--- src/design/cobs_crc8_packet_deframer_core_assert.svh ---
// ----------------------------------------------------------------------------
// COBS CRC-8 deframer assertion macros
// Concurrent check wrappers, compiled out for synthesis.
// ----------------------------------------------------------------------------
`ifndef COBS_CRC8_PACKET_DEFRAMER_CORE_ASSERT_SVH
`define COBS_CRC8_PACKET_DEFRAMER_CORE_ASSERT_SVH

`ifndef SYNTHESIS

// property holds at every edge outside reset
`define CCPD_ASSERT(lbl, clk, rst_n, prop) \
	lbl: assert property (@(posedge clk) disable iff (!rst_n) (prop)) \
		else $error("ccpd assertion failed");

// consequent holds in the cycle after the antecedent
`define CCPD_ASSERT_NEXT(lbl, clk, rst_n, ante, cons) \
	lbl: assert property (@(posedge clk) disable iff (!rst_n) (ante) |=> (cons)) \
		else $error("ccpd assertion failed");

`else

`define CCPD_ASSERT(lbl, clk, rst_n, prop)
`define CCPD_ASSERT_NEXT(lbl, clk, rst_n, ante, cons)

`endif

`endif

--- src/design/ccpd_pkg.sv ---
// ----------------------------------------------------------------------------
// COBS CRC-8 deframer package
// Widths, status codes, deframer state type and the CRC-8 byte fold.
// ----------------------------------------------------------------------------
package ccpd_pkg;

	localparam int MAX_DECODED = 1024;
	localparam int CNT_W       = $clog2(MAX_DECODED + 1);
	localparam int IDX_W       = 10;
	localparam int LEN_W       = 16;
	localparam int HDR_BYTES   = 4;
	// header plus trailing crc byte
	localparam int OVERHEAD    = HDR_BYTES + 1;
	localparam int CMP_W       = ((CNT_W > LEN_W + 1) ? CNT_W : LEN_W + 1) + 1;

	localparam logic [7:0] CRC_POLY = 8'h07;
	localparam logic [7:0] CODE_FULL = 8'hFF;
	localparam logic [7:0] CODE_ONE  = 8'h01;

	typedef enum logic [2:0] {
		ST_OK        = 3'd0,
		ST_ZERO_CODE = 3'd1,
		ST_TRUNC     = 3'd2,
		ST_OVERFLOW  = 3'd3,
		ST_SHORT     = 3'd4,
		ST_LEN_BAD   = 3'd5,
		ST_CRC_BAD   = 3'd6
	} status_t;

	typedef struct packed {
		logic [7:0]       group_left;
		logic             group_full;
		logic             zero_pending;
		logic [CNT_W-1:0] cnt;
		logic [7:0]       held;
		logic [7:0]       crc;
		logic [7:0]       hdr_type;
		logic [7:0]       hdr_tag;
		logic [LEN_W-1:0] hdr_len;
		status_t          err;
	} state_t;

	typedef struct packed {
		logic             payload_valid;
		logic [7:0]       payload_byte;
		logic [IDX_W-1:0] payload_index;
		logic             frame_done;
		status_t          status;
		logic [7:0]       pkt_type;
		logic [7:0]       pkt_tag;
		logic [LEN_W-1:0] payload_len;
	} result_t;

	// msb-first crc-8, no reflection
	function automatic logic [7:0] crc_fold(input logic [7:0] crc, input logic [7:0] b);
		logic [7:0] c;
		c = crc ^ b;
		for (int k = 0; k < 8; k++) begin
			if (c[7]) begin
				c = {c[6:0], 1'b0} ^ CRC_POLY;
			end else begin
				c = {c[6:0], 1'b0};
			end
		end
		return c;
	endfunction

endpackage

--- src/design/ccpd_in_if.sv ---
// ----------------------------------------------------------------------------
// COBS CRC-8 deframer input channel
// Valid/ready channel carrying one encoded byte and its end-of-frame flag.
// ----------------------------------------------------------------------------
interface ccpd_in_if;

	logic       valid;
	logic       ready;
	logic [7:0] data_byte;
	logic       last_byte;

	modport source (output valid, output data_byte, output last_byte, input ready);
	modport sink (input valid, input data_byte, input last_byte, output ready);

endinterface

--- src/design/ccpd_out_if.sv ---
// ----------------------------------------------------------------------------
// COBS CRC-8 deframer result channel
// Valid/ready channel carrying payload bytes and the frame status word.
// ----------------------------------------------------------------------------
interface ccpd_out_if;

	logic                       valid;
	logic                       ready;
	logic                       payload_valid;
	logic [7:0]                 payload_byte;
	logic [ccpd_pkg::IDX_W-1:0] payload_index;
	logic                       frame_done;
	logic [2:0]                 status;
	logic [7:0]                 pkt_type;
	logic [7:0]                 pkt_tag;
	logic [ccpd_pkg::LEN_W-1:0] payload_len;

	modport source (output valid, output payload_valid, output payload_byte,
		output payload_index, output frame_done, output status, output pkt_type,
		output pkt_tag, output payload_len, input ready);
	modport sink (input valid, input payload_valid, input payload_byte,
		input payload_index, input frame_done, input status, input pkt_type,
		input pkt_tag, input payload_len, output ready);

endinterface

--- src/design/cobs_crc8_packet_deframer_core.sv ---
// ----------------------------------------------------------------------------
// COBS CRC-8 packet deframer
// Decodes COBS bytes on the fly, splits header, checks length and CRC-8.
// ----------------------------------------------------------------------------
// Usage:
//   enc carries one COBS-encoded byte per word, delimiter removed, with
//   last_byte set on the final byte of a frame. dec carries results: a
//   tentative payload byte, and on the word for last_byte the frame status
//   and header (type, tag, little-endian length).
//   A byte is taken into an input register, decoded in one pass from there,
//   and its result lands in the output register once that register can
//   move. Payload bytes lag one decoded byte since the newest byte is held
//   for the crc compare. Bytes that produce no result leave nothing on dec.
//   Throughput is one word per cycle while dec does not stall; the decode
//   pass, byte-wide crc fold and group counter are all combinational.
//   When dec stalls, the output register holds its word and the input
//   register holds one more byte; enc.ready then drops until dec moves.
//   Reset clears the deframer state and both registers' valid flags; after
//   last_byte the state returns to its reset value by itself.
// ----------------------------------------------------------------------------
`include "cobs_crc8_packet_deframer_core_assert.svh"

module cobs_crc8_packet_deframer_core (
	input  logic       clk,
	input  logic       arst_n,
	ccpd_in_if.sink    enc,
	ccpd_out_if.source dec
);

	logic                       valid_s1;
	logic [7:0]                 data_s1;
	logic                       last_s1;
	ccpd_pkg::state_t           st_q;
	ccpd_pkg::state_t           upd;
	ccpd_pkg::state_t           st_n;
	ccpd_pkg::result_t          res;
	ccpd_pkg::result_t          out_q;
	logic                       out_valid_q;
	logic                       adv;
	logic                       absorb_en;
	logic [7:0]                 absorb_d;
	logic                       emit;
	logic                       produce;
	logic                       full;
	ccpd_pkg::status_t          status;
	logic [ccpd_pkg::CMP_W-1:0] want_cnt;

	assign adv       = !out_valid_q || dec.ready;
	assign enc.ready = !valid_s1 || adv;
	assign full      = st_q.cnt >= ccpd_pkg::CNT_W'(ccpd_pkg::MAX_DECODED);

	// cobs group tracking and decoded byte selection
	always_comb begin
		upd       = st_q;
		absorb_en = 1'b0;
		absorb_d  = '0;
		emit      = 1'b0;
		res       = '0;
		if (st_q.err == ccpd_pkg::ST_OK) begin
			if (st_q.group_left == '0) begin
				if (st_q.zero_pending) begin
					upd.zero_pending = 1'b0;
					if (full) begin
						upd.err = ccpd_pkg::ST_OVERFLOW;
					end else begin
						absorb_en = 1'b1;
					end
				end
				if (upd.err == ccpd_pkg::ST_OK) begin
					if (data_s1 == '0) begin
						upd.err = ccpd_pkg::ST_ZERO_CODE;
					end else begin
						upd.group_full = (data_s1 == ccpd_pkg::CODE_FULL);
						upd.group_left = data_s1 - 8'd1;
						if (data_s1 == ccpd_pkg::CODE_ONE) begin
							upd.zero_pending = 1'b1;
						end
					end
				end
			end else begin
				if (full) begin
					upd.err = ccpd_pkg::ST_OVERFLOW;
				end else begin
					absorb_en        = 1'b1;
					absorb_d         = data_s1;
					upd.group_left   = st_q.group_left - 8'd1;
					if (st_q.group_left == 8'd1) begin
						upd.zero_pending = !st_q.group_full;
					end
				end
			end
		end

		// header capture, crc over the held byte, release of the held byte
		if (absorb_en) begin
			case (st_q.cnt)
				ccpd_pkg::CNT_W'(0): upd.hdr_type = absorb_d;
				ccpd_pkg::CNT_W'(1): upd.hdr_tag = absorb_d;
				ccpd_pkg::CNT_W'(2): upd.hdr_len[7:0] = absorb_d;
				ccpd_pkg::CNT_W'(3): upd.hdr_len[15:8] = absorb_d;
				default: ;
			endcase
			if (st_q.cnt != '0) begin
				upd.crc = ccpd_pkg::crc_fold(st_q.crc, st_q.held);
			end
			if (st_q.cnt >= ccpd_pkg::CNT_W'(ccpd_pkg::OVERHEAD)) begin
				emit              = 1'b1;
				res.payload_byte  = st_q.held;
				res.payload_index = ccpd_pkg::IDX_W'(st_q.cnt -
					ccpd_pkg::CNT_W'(ccpd_pkg::OVERHEAD));
			end
			upd.held = absorb_d;
			upd.cnt  = st_q.cnt + ccpd_pkg::CNT_W'(1);
		end

		if (upd.err != ccpd_pkg::ST_OK) begin
			emit              = 1'b0;
			res.payload_byte  = '0;
			res.payload_index = '0;
		end

		want_cnt = ccpd_pkg::CMP_W'(upd.hdr_len) + ccpd_pkg::CMP_W'(ccpd_pkg::OVERHEAD);
		if (upd.err != ccpd_pkg::ST_OK) begin
			status = upd.err;
		end else if (upd.group_left != '0) begin
			status = ccpd_pkg::ST_TRUNC;
		end else if (upd.cnt < ccpd_pkg::CNT_W'(ccpd_pkg::OVERHEAD)) begin
			status = ccpd_pkg::ST_SHORT;
		end else if (ccpd_pkg::CMP_W'(upd.cnt) != want_cnt) begin
			status = ccpd_pkg::ST_LEN_BAD;
		end else if (upd.crc != upd.held) begin
			status = ccpd_pkg::ST_CRC_BAD;
		end else begin
			status = ccpd_pkg::ST_OK;
		end

		res.payload_valid = emit;
		res.frame_done    = last_s1;
		if (last_s1) begin
			res.status      = status;
			res.pkt_type    = upd.hdr_type;
			res.pkt_tag     = upd.hdr_tag;
			res.payload_len = upd.hdr_len;
		end
		produce = emit || last_s1;
		st_n    = last_s1 ? ccpd_pkg::state_t'('0) : upd;
	end

	always_ff @(posedge clk or negedge arst_n) begin
		if (!arst_n) begin
			valid_s1 <= 1'b0;
		end else if (enc.valid && enc.ready) begin
			valid_s1 <= 1'b1;
		end else if (adv) begin
			valid_s1 <= 1'b0;
		end
	end

	always_ff @(posedge clk) begin
		if (enc.valid && enc.ready) begin
			data_s1 <= enc.data_byte;
			last_s1 <= enc.last_byte;
		end
	end

	always_ff @(posedge clk or negedge arst_n) begin
		if (!arst_n) begin
			st_q <= '0;
		end else if (valid_s1 && adv) begin
			st_q <= st_n;
		end
	end

	always_ff @(posedge clk or negedge arst_n) begin
		if (!arst_n) begin
			out_valid_q <= 1'b0;
		end else if (adv) begin
			out_valid_q <= valid_s1 && produce;
		end
	end

	always_ff @(posedge clk) begin
		if (adv && valid_s1 && produce) begin
			out_q <= res;
		end
	end

	assign dec.valid         = out_valid_q;
	assign dec.payload_valid = out_q.payload_valid;
	assign dec.payload_byte  = out_q.payload_byte;
	assign dec.payload_index = out_q.payload_index;
	assign dec.frame_done    = out_q.frame_done;
	assign dec.status        = out_q.status;
	assign dec.pkt_type      = out_q.pkt_type;
	assign dec.pkt_tag       = out_q.pkt_tag;
	assign dec.payload_len   = out_q.payload_len;

	// a result word always carries a payload byte or a frame end
	`CCPD_ASSERT(a_result_nonempty, clk, arst_n,
		!out_valid_q || out_q.payload_valid || out_q.frame_done)
	// decoded count never runs past the buffer limit
	`CCPD_ASSERT(a_cnt_bound, clk, arst_n,
		st_q.cnt <= ccpd_pkg::CNT_W'(ccpd_pkg::MAX_DECODED))
	// a pending zero only exists between groups
	`CCPD_ASSERT(a_zero_between_groups, clk, arst_n,
		st_q.group_left == '0 || !st_q.zero_pending)
	// frame end returns the deframer to its idle state
	`CCPD_ASSERT_NEXT(a_frame_end_clears, clk, arst_n, valid_s1 && adv && last_s1,
		st_q.cnt == '0 && st_q.err == ccpd_pkg::ST_OK && st_q.group_left == '0)

endmodule

--- src/flat_wrapper.sv ---
// flat-port wrapper written by rule: the top's interface ports become plain ports
module cobs_crc8_packet_deframer_core_flat 
  (clk, arst_n, enc_valid, enc_data_byte, enc_last_byte, enc_ready, dec_valid, dec_payload_valid, dec_payload_byte, dec_payload_index, dec_frame_done, dec_status, dec_pkt_type, dec_pkt_tag, dec_payload_len, dec_ready);
  ccpd_in_if enc_i ();
  ccpd_out_if dec_i ();
  input  logic clk;
  input  logic arst_n;
  input wire logic [$bits(enc_i.valid)-1:0] enc_valid;
  input wire logic [$bits(enc_i.data_byte)-1:0] enc_data_byte;
  input wire logic [$bits(enc_i.last_byte)-1:0] enc_last_byte;
  output wire logic [$bits(enc_i.ready)-1:0] enc_ready;
  output wire logic [$bits(dec_i.valid)-1:0] dec_valid;
  output wire logic [$bits(dec_i.payload_valid)-1:0] dec_payload_valid;
  output wire logic [$bits(dec_i.payload_byte)-1:0] dec_payload_byte;
  output wire logic [$bits(dec_i.payload_index)-1:0] dec_payload_index;
  output wire logic [$bits(dec_i.frame_done)-1:0] dec_frame_done;
  output wire logic [$bits(dec_i.status)-1:0] dec_status;
  output wire logic [$bits(dec_i.pkt_type)-1:0] dec_pkt_type;
  output wire logic [$bits(dec_i.pkt_tag)-1:0] dec_pkt_tag;
  output wire logic [$bits(dec_i.payload_len)-1:0] dec_payload_len;
  input wire logic [$bits(dec_i.ready)-1:0] dec_ready;
  assign enc_i.valid = enc_valid;
  assign enc_i.data_byte = enc_data_byte;
  assign enc_i.last_byte = enc_last_byte;
  assign enc_ready = enc_i.ready;
  assign dec_valid = dec_i.valid;
  assign dec_payload_valid = dec_i.payload_valid;
  assign dec_payload_byte = dec_i.payload_byte;
  assign dec_payload_index = dec_i.payload_index;
  assign dec_frame_done = dec_i.frame_done;
  assign dec_status = dec_i.status;
  assign dec_pkt_type = dec_i.pkt_type;
  assign dec_pkt_tag = dec_i.pkt_tag;
  assign dec_payload_len = dec_i.payload_len;
  assign dec_i.ready = dec_ready;
  cobs_crc8_packet_deframer_core u_core (.clk(clk), .arst_n(arst_n), .enc(enc_i), .dec(dec_i));
endmodule
--- config.mk ---
export PLATFORM = sky130hd
export DESIGN_NAME = cobs_crc8_packet_deframer_core_flat
export DESIGN_NICKNAME = d
export VERILOG_FILES = /design/src/design/ccpd_pkg.sv /design/src/design/ccpd_in_if.sv /design/src/design/ccpd_out_if.sv /design/src/design/cobs_crc8_packet_deframer_core.sv /design/src/flat_wrapper.sv
export VERILOG_INCLUDE_DIRS = /design/src /design/src/design
export SDC_FILE = /design/constraint.sdc
export NUM_CORES = 1
export LEC_CHECK = 0
export ABC_CLOCK_PERIOD_IN_PS = 14880
export BUFFER_PORTS_ARGS = -buffer_cell sky130_fd_sc_hd__buf_2
export CORE_MARGIN = 4
export CORE_UTILIZATION = 50
export DETAILED_ROUTE_END_ITERATION = 16
export GPL_TIMING_DRIVEN = 0
export PLACE_DENSITY = 0.68
export SYNTH_ARGS = -nofsm -noshare
export SYNTH_HDL_FRONTEND = slang
export SYNTH_SLANG_ARGS = --single-unit
--- constraint.sdc ---
create_clock -name clk -period 14.88 [get_ports clk]
set_clock_uncertainty 0.15 [all_clocks]
set_input_delay 0 -clock clk [delete_from_list [all_inputs] [get_ports clk]]
set_output_delay 0 -clock clk [all_outputs]
set_load 0.02 [all_outputs]
# [Word-level counts from Yosys, hierarchy flattened]
# Cells that the tools add are included.
[word_totals] word_cells=141 inputBits=13 regBits=138 out_inout_bits=57
[classes] bitwise=11 n_eq_ne=10 order_cmp=3 reduce_logical=26 n_mux=64 n_addsub=5
[op_table] operator="$mux 8" n=24
[op_table] operator="$mux 72" n=1
[op_table] operator="$mux 3" n=21
[op_table] operator="$mux 59" n=1
[op_table] operator="$mux 10" n=3
[op_table] operator="$not 3->3" n=8
[op_table] operator="$eq 11x2->1 const B" n=2
[op_table] operator="$ne 11x18->1" n=1
[op_table] operator="$add 16x3->17 const B" n=1
[op_table] operator="$eq 8x1->1 const B" n=2
[op_table] operator="$logic_not 8->1" n=2
[op_table] operator="$sub 8x1->8 const B" n=2
[op_table] operator="$mux 1" n=14
[op_table] operator="$add 11x1->11 const B" n=1
[op_table] operator="$eq 11x1->1 const B" n=1
[op_table] operator="$ge 11x11->1 const B" n=1
[op_table] operator="$ge 11x3->1 const B" n=1
[op_table] operator="$logic_not 11->1" n=1
[op_table] operator="$lt 11x3->1 const B" n=1
[op_table] operator="$reduce_bool 11->1" n=1
[op_table] operator="$sub 10x3->10 const B" n=1
[op_table] operator="$eq 8x8->1 const B" n=1
[op_table] operator="$ne 8x8->1" n=1
[op_table] operator="$reduce_bool 2->1" n=4
[op_table] operator="13 further kinds" n=23

# [Longest topological paths before layout]
[logic_depth] word_depth=40 mapped_depth=20 ltp_nobuf=17

# [Least setup slack after synthesis]
# No wires, ideal clock.
[synth_timing] path_type="register to register" from="register u_core.st_q[64] in the netlist's numbering" to="register u_core.out_q, in the netlist u_core.dec.frame_done, enable pin" arrival_ps=4823 t_required_ps=14262 setup_time_ps=468 stages_incl_launch_ff=15 n_path_buf=4 period_less_slack_ps=5441 slack_ps=9439 cell_sequence="dfrtp_1 -> inv_1 -> ha_1 -> or4b_1 -> clkbuf_1 -> or3_1 -> clkbuf_1 -> nand2_1 -> clkbuf_1 -> buf_1 -> a31oi_1 -> nand2_1 -> inv_1 -> nor2_1 -> nor2_1"
[synth_between] elab_chain_len=7 word_cells_on_any_way=10 cone_classes="mux: 6; reduce/logical: 4"
[synth_rtl] element="start, declared" line_no="cobs_crc8_packet_deframer_core.sv:33" rtl="ccpd_pkg::state_t st_q;"
[synth_rtl] element="start signal, assigned" line_no="cobs_crc8_packet_deframer_core.sv:170" rtl="st_q <= st_n;"
[synth_rtl] element="$logic_not 8->1 (*)" line_no="cobs_crc8_packet_deframer_core.sv:60" rtl="if (st_q.group_left == '0) begin"
[synth_rtl] element="$mux 3 or $mux 1 (tied branches)" line_no="cobs_crc8_packet_deframer_core.sv:60"
[synth_rtl] element="$mux 3 or $mux 1 (tied branches)" line_no="cobs_crc8_packet_deframer_core.sv:59" rtl="if (st_q.err == ccpd_pkg::ST_OK) begin"
[synth_rtl] element="$reduce_bool 3->1 or $mux 1 (tied branches)" line_no="cobs_crc8_packet_deframer_core.sv:116, cobs_crc8_packet_deframer_core.sv:95"
[synth_rtl] element="$mux 1 (*)" line_no="cobs_crc8_packet_deframer_core.sv:116" rtl="if (upd.err != ccpd_pkg::ST_OK) begin"
[synth_rtl] element="net u_core.emit" line_no="cobs_crc8_packet_deframer_core.sv:42" rtl="logic emit;"
[synth_rtl] element="$logic_or 1x1->1 (*)" line_no="cobs_crc8_packet_deframer_core.sv:145" rtl="produce = emit || last_s1;"
[synth_rtl] element="$logic_and 1x1->1 (*)" line_no="cobs_crc8_packet_deframer_core.sv:183" rtl="if (adv && valid_s1 && produce) begin"
[synth_rtl] element="end signal, assigned" line_no="cobs_crc8_packet_deframer_core.sv:184" rtl="out_q <= res;"
[synth_rtl] element="end, declared" line_no="cobs_crc8_packet_deframer_core.sv:37" rtl="ccpd_pkg::result_t out_q;"
# The timed path passes the listed nets; every way through them passes the cells marked *.
# A chain may end at the register's enable or synchronous reset.

==> reports/metrics.csv <==
stage;metric;value;unit
outcome;run status;completed;
final_layout;utilization after layout;59.0;%
synth;Post-Syn Instances;968;
floorplan;Core Region;0.0172;sq mm
synth;post-synthesis compound-gate area fraction;21.5;%
power_and_ir_drop;P_sw;0.00109;W
timing;Slew HR;26.3;%
synth;Simple-Gate Fraction of Synth Area;20.9;%
timing;Final Critical Period;5.82;ns
synth;largest family of logic cells by synthesized area;compound AO/OA/AOI/OAI gates;
routing;Post-Route M1 WL;12.4;mm
final_layout;# nets final;1097;
global_routing;largest net degree at the start of global routing;48;
worst_setup_path;CP cell instances;inv_1 > ha_1 > or4b_1 > clkbuf_1 > nor3_1 > or3_1 > buf_6 > clkbuf_1 > nand2_1 > o21ai_0 > ha_1 > nor2_1 > or3_1 > mux2_4 > a211o_1 > a2111oi_4 > o2bb2ai_2 > nor4b_1 > o22ai_1;
worst_setup_path;type of the worst setup path;flip-flop to flip-flop;
worst_setup_path;Worst EP arrival;5.83;ns
power_and_ir_drop;sw frac;48.8;%
synth;Syn Area/Cell;9.04;sq um
routing;Met2 Wirelength;12.9;mm
synth;ys async rst share;53.6;%
worst_setup_path;Critical-path top delay cell;or4b_1;
timing;Final setup viols;0;
clock_network;TritonCTS clock tree;yes;
placement;Final Wtd Congestion;0.960;
power_and_ir_drop;maximum VDD drop;0.101;mV
routing;Via-to-Cell Ratio;6.38;
routing;drt total wl;29.3;mm
routing;drt initial violations;1065;
timing;unrepaired setup endpoints after global routing;false;
routing;met3 WL;2.97;mm
worst_setup_path;CP startpoint kind;flip-flop;
clock_network;clk slew on worst S/H paths;0.07;ns
power_and_ir_drop;Reg power frac;25.8;%
worst_setup_path;Buf+Inv Stages, Crit Path;4;
synth;Post-Syn Nets;992;
routing;Routed Antenna Nets;0;
synth;synth unique cells;71;
power_and_ir_drop;Internal Power;0.00114;W
floorplan;Die Y;140;microns
clock_network;htree depth;4;
timing;Fmax;172;MHz
clock_network;Clock Root Buffer;clkbuf_16;
placement;port buffer count;69;
final_layout;P&R area growth vs syn;16.1;%
worst_setup_path;WP data required;14.89;ns
global_routing;GRT Util Overall;29.9;%
run;Max-cap violations;0;
routing;WL/cell;22.4;microns
synth;Syn Std Cell Area;0.00875;sq mm
synth;Post-Synth XOR/XNOR Area;6.10;%
synth;YS warnings;0;
synth;mux contribution to synthesized area;2.74;%
final_layout;diode count;0;
power_and_ir_drop;clock group share of total power;18.5;%
final_layout;most common cell after layout, fill and taps aside;nand2_1;
timing;Hold Vio Cnt, Final;0;
routing;DR vias;8365;
worst_setup_path;crit end category;flip-flop;
placement;DP HPWL;20.9;mm
floorplan;Starting Density;50.8;%
routing;DRC;0;
timing;Worst-Margin Slew;1.10;ns
global_routing;GR Overflow Total;0;
floorplan;IO Count;70;
floorplan;Die X;140;microns
floorplan;die footprint;0.0197;sq mm
floorplan;FP Rows;48;
timing;Fin Setup TNS;0;ns
clock_network;Clock Latency Late Sink;0.43;ns
power_and_ir_drop;combinational share of power;55.7;%
power_and_ir_drop;Leak;4.03;nW
routing;DR pass1 iterations;6;
placement;worst slack at placement;9.20;ns
global_routing;global-route wire length before repair;45.9;mm
final_layout;share of layout cells above drive strength 1;12.2;%
worst_hold_path;HP Class;primary input to flip-flop;
routing;DR top layer;met4;
clock_network;clock buffer count from CTS;17;
worst_setup_path;CP delay by family, top;simple AND/OR/NAND/NOR gates;
worst_setup_path;critical path fanouts, max;10;
clock_network;CTS sink cnt;138;
final_layout;Fill cells;1549;
power_and_ir_drop;P per Cell Area;220;mW/mm^2
timing;final slew viol count;0;
timing;period utilization;39.1;%
synth;sequential area share after synthesis;43.1;%
timing;final setup margin;9.06;ns
synth;#FFs+latches synth;138;
synth;Synth Area in Adders;1.57;%
worst_setup_path;Worst R2R Start;u_core.st_q[64];
clock_network;CTS Buffer Depth;2;
clock_network;Post-CTS Hold Buffers;15;
worst_setup_path;CP startpoint;u_core.st_q[64];
global_routing;vias in the first global route;7951;
worst_hold_path;hold_sp;enc_data_byte[0];
final_layout;most frequent cells in the layout;116 x nand2_1, 84 x o21ai_0, 74 x dfrtp_1, 72 x buf_2, 69 x nor2_1;
clock_network;Setup Fix Bufs, Post-CTS;0;
synth;number of flops mapped to enable cells by yosys;64;
clock_network;post_cts resized;0;
synth;Synth Flop Type;dfrtp_1;
global_routing;initial antenna violation count;0;
worst_setup_path;CP peak stage delay;0.49;ns
==> sequential cells by signal (all words and copies together) (netlist names) <==
signal	flops
u_core.dec.valid	1
u_core.valid_s1	1
u_core.dec.payload_valid	1
u_core.dec.pkt_tag	8
u_core.dec.frame_done	1
u_core.data_s1	8
u_core.dec.pkt_type	8
u_core.dec.payload_byte	8
u_core.dec.status	3
u_core.st_q	72
u_core.dec.payload_index	10
u_core.last_s1	1
u_core.dec.payload_len	16
==> layout make-up <==
class	instances	area, sq um	area share [%]
Buffer	71	287	2.82
Clock buffer	17	425	4.19
Clock inverter	15	129	1.27
Inverter	20	75.1	0.739
Multi-Input combinational cell	739	4630	45.6
Sequential cell	138	3770	37.1
Tap cell	225	282	2.77
Timing Repair Buffer	86	556	5.47
==> path summary, 6_finish.rpt <==
kind                                               to  slack (ns)  cells after the start
max in group asynchronous             u_core.st_q[40]       13.84                      4
worst max register to register   u_core.dec.status[0]        9.06                     19
min in group asynchronous             u_core.st_q[71]        0.45                      4
worst min register to register  u_core.dec.frame_done        0.30                      0
worst max-delay path             u_core.dec.status[0]        9.06                     19
worst min-delay path                u_core.data_s1[0]        0.12                      2
==> logic make-up after synthesis <==
logic type | Yosys count
simple gates | 364
xor+xnor | 53
compound gates | 288
buf+inv | 91
fa+ha+maj | 11
mux | 23
flops | 138
==> stage by stage <==
stage	cell area (sq um)	hold slack, ns	power, W	std cells
floorplan	8750	-0.446	0.00143	968
global placement	9380	0.0267	0.00177	1262
detailed placement	9440	-0.183	0.00178	1264
CTS	10200	0.119	0.00220	1311
global route	10200	0.134	0.00237	1311
finish	10200	0.125	0.00223	1311
==> power by group through the flow <==
stage                     Clock, W  Sequential, W  Combinational, W
after detailed placement         0       0.000580           0.00120
final                     0.000414       0.000577           0.00124
after global routing      0.000433       0.000587           0.00135
after global placement           0       0.000579           0.00119
after floorplan                  0       0.000579          0.000851
after CTS                 0.000412       0.000573           0.00121
==> cell usage after synthesis, drive strengths merged, types with 16 or more instances <==
master | count | share of area (%)
clkbuf | 60 | 2.6
dfrtp | 74 | 21
mux2i | 18 | 2.1
xnor2 | 33 | 3.3
a211oi | 19 | 1.7
nand2 | 116 | 5.0
nand3 | 25 | 1.4
inv | 20 | 0.86
nor2 | 70 | 3.0
a21oi | 59 | 3.4
a22oi | 16 | 1.4
edfxtp | 64 | 22
nor3 | 26 | 1.5
nand4 | 21 | 1.5
o21ai | 84 | 4.8
nor4 | 16 | 1.5
==> metal layers <==
layer  up-vias  track usage (%)
met3        68             7.20
li1       3821                -
met4         0             11.2
met1      3984             42.2
met5         -                0
met2       492             45.0
(Power assumes the default switching activity.)
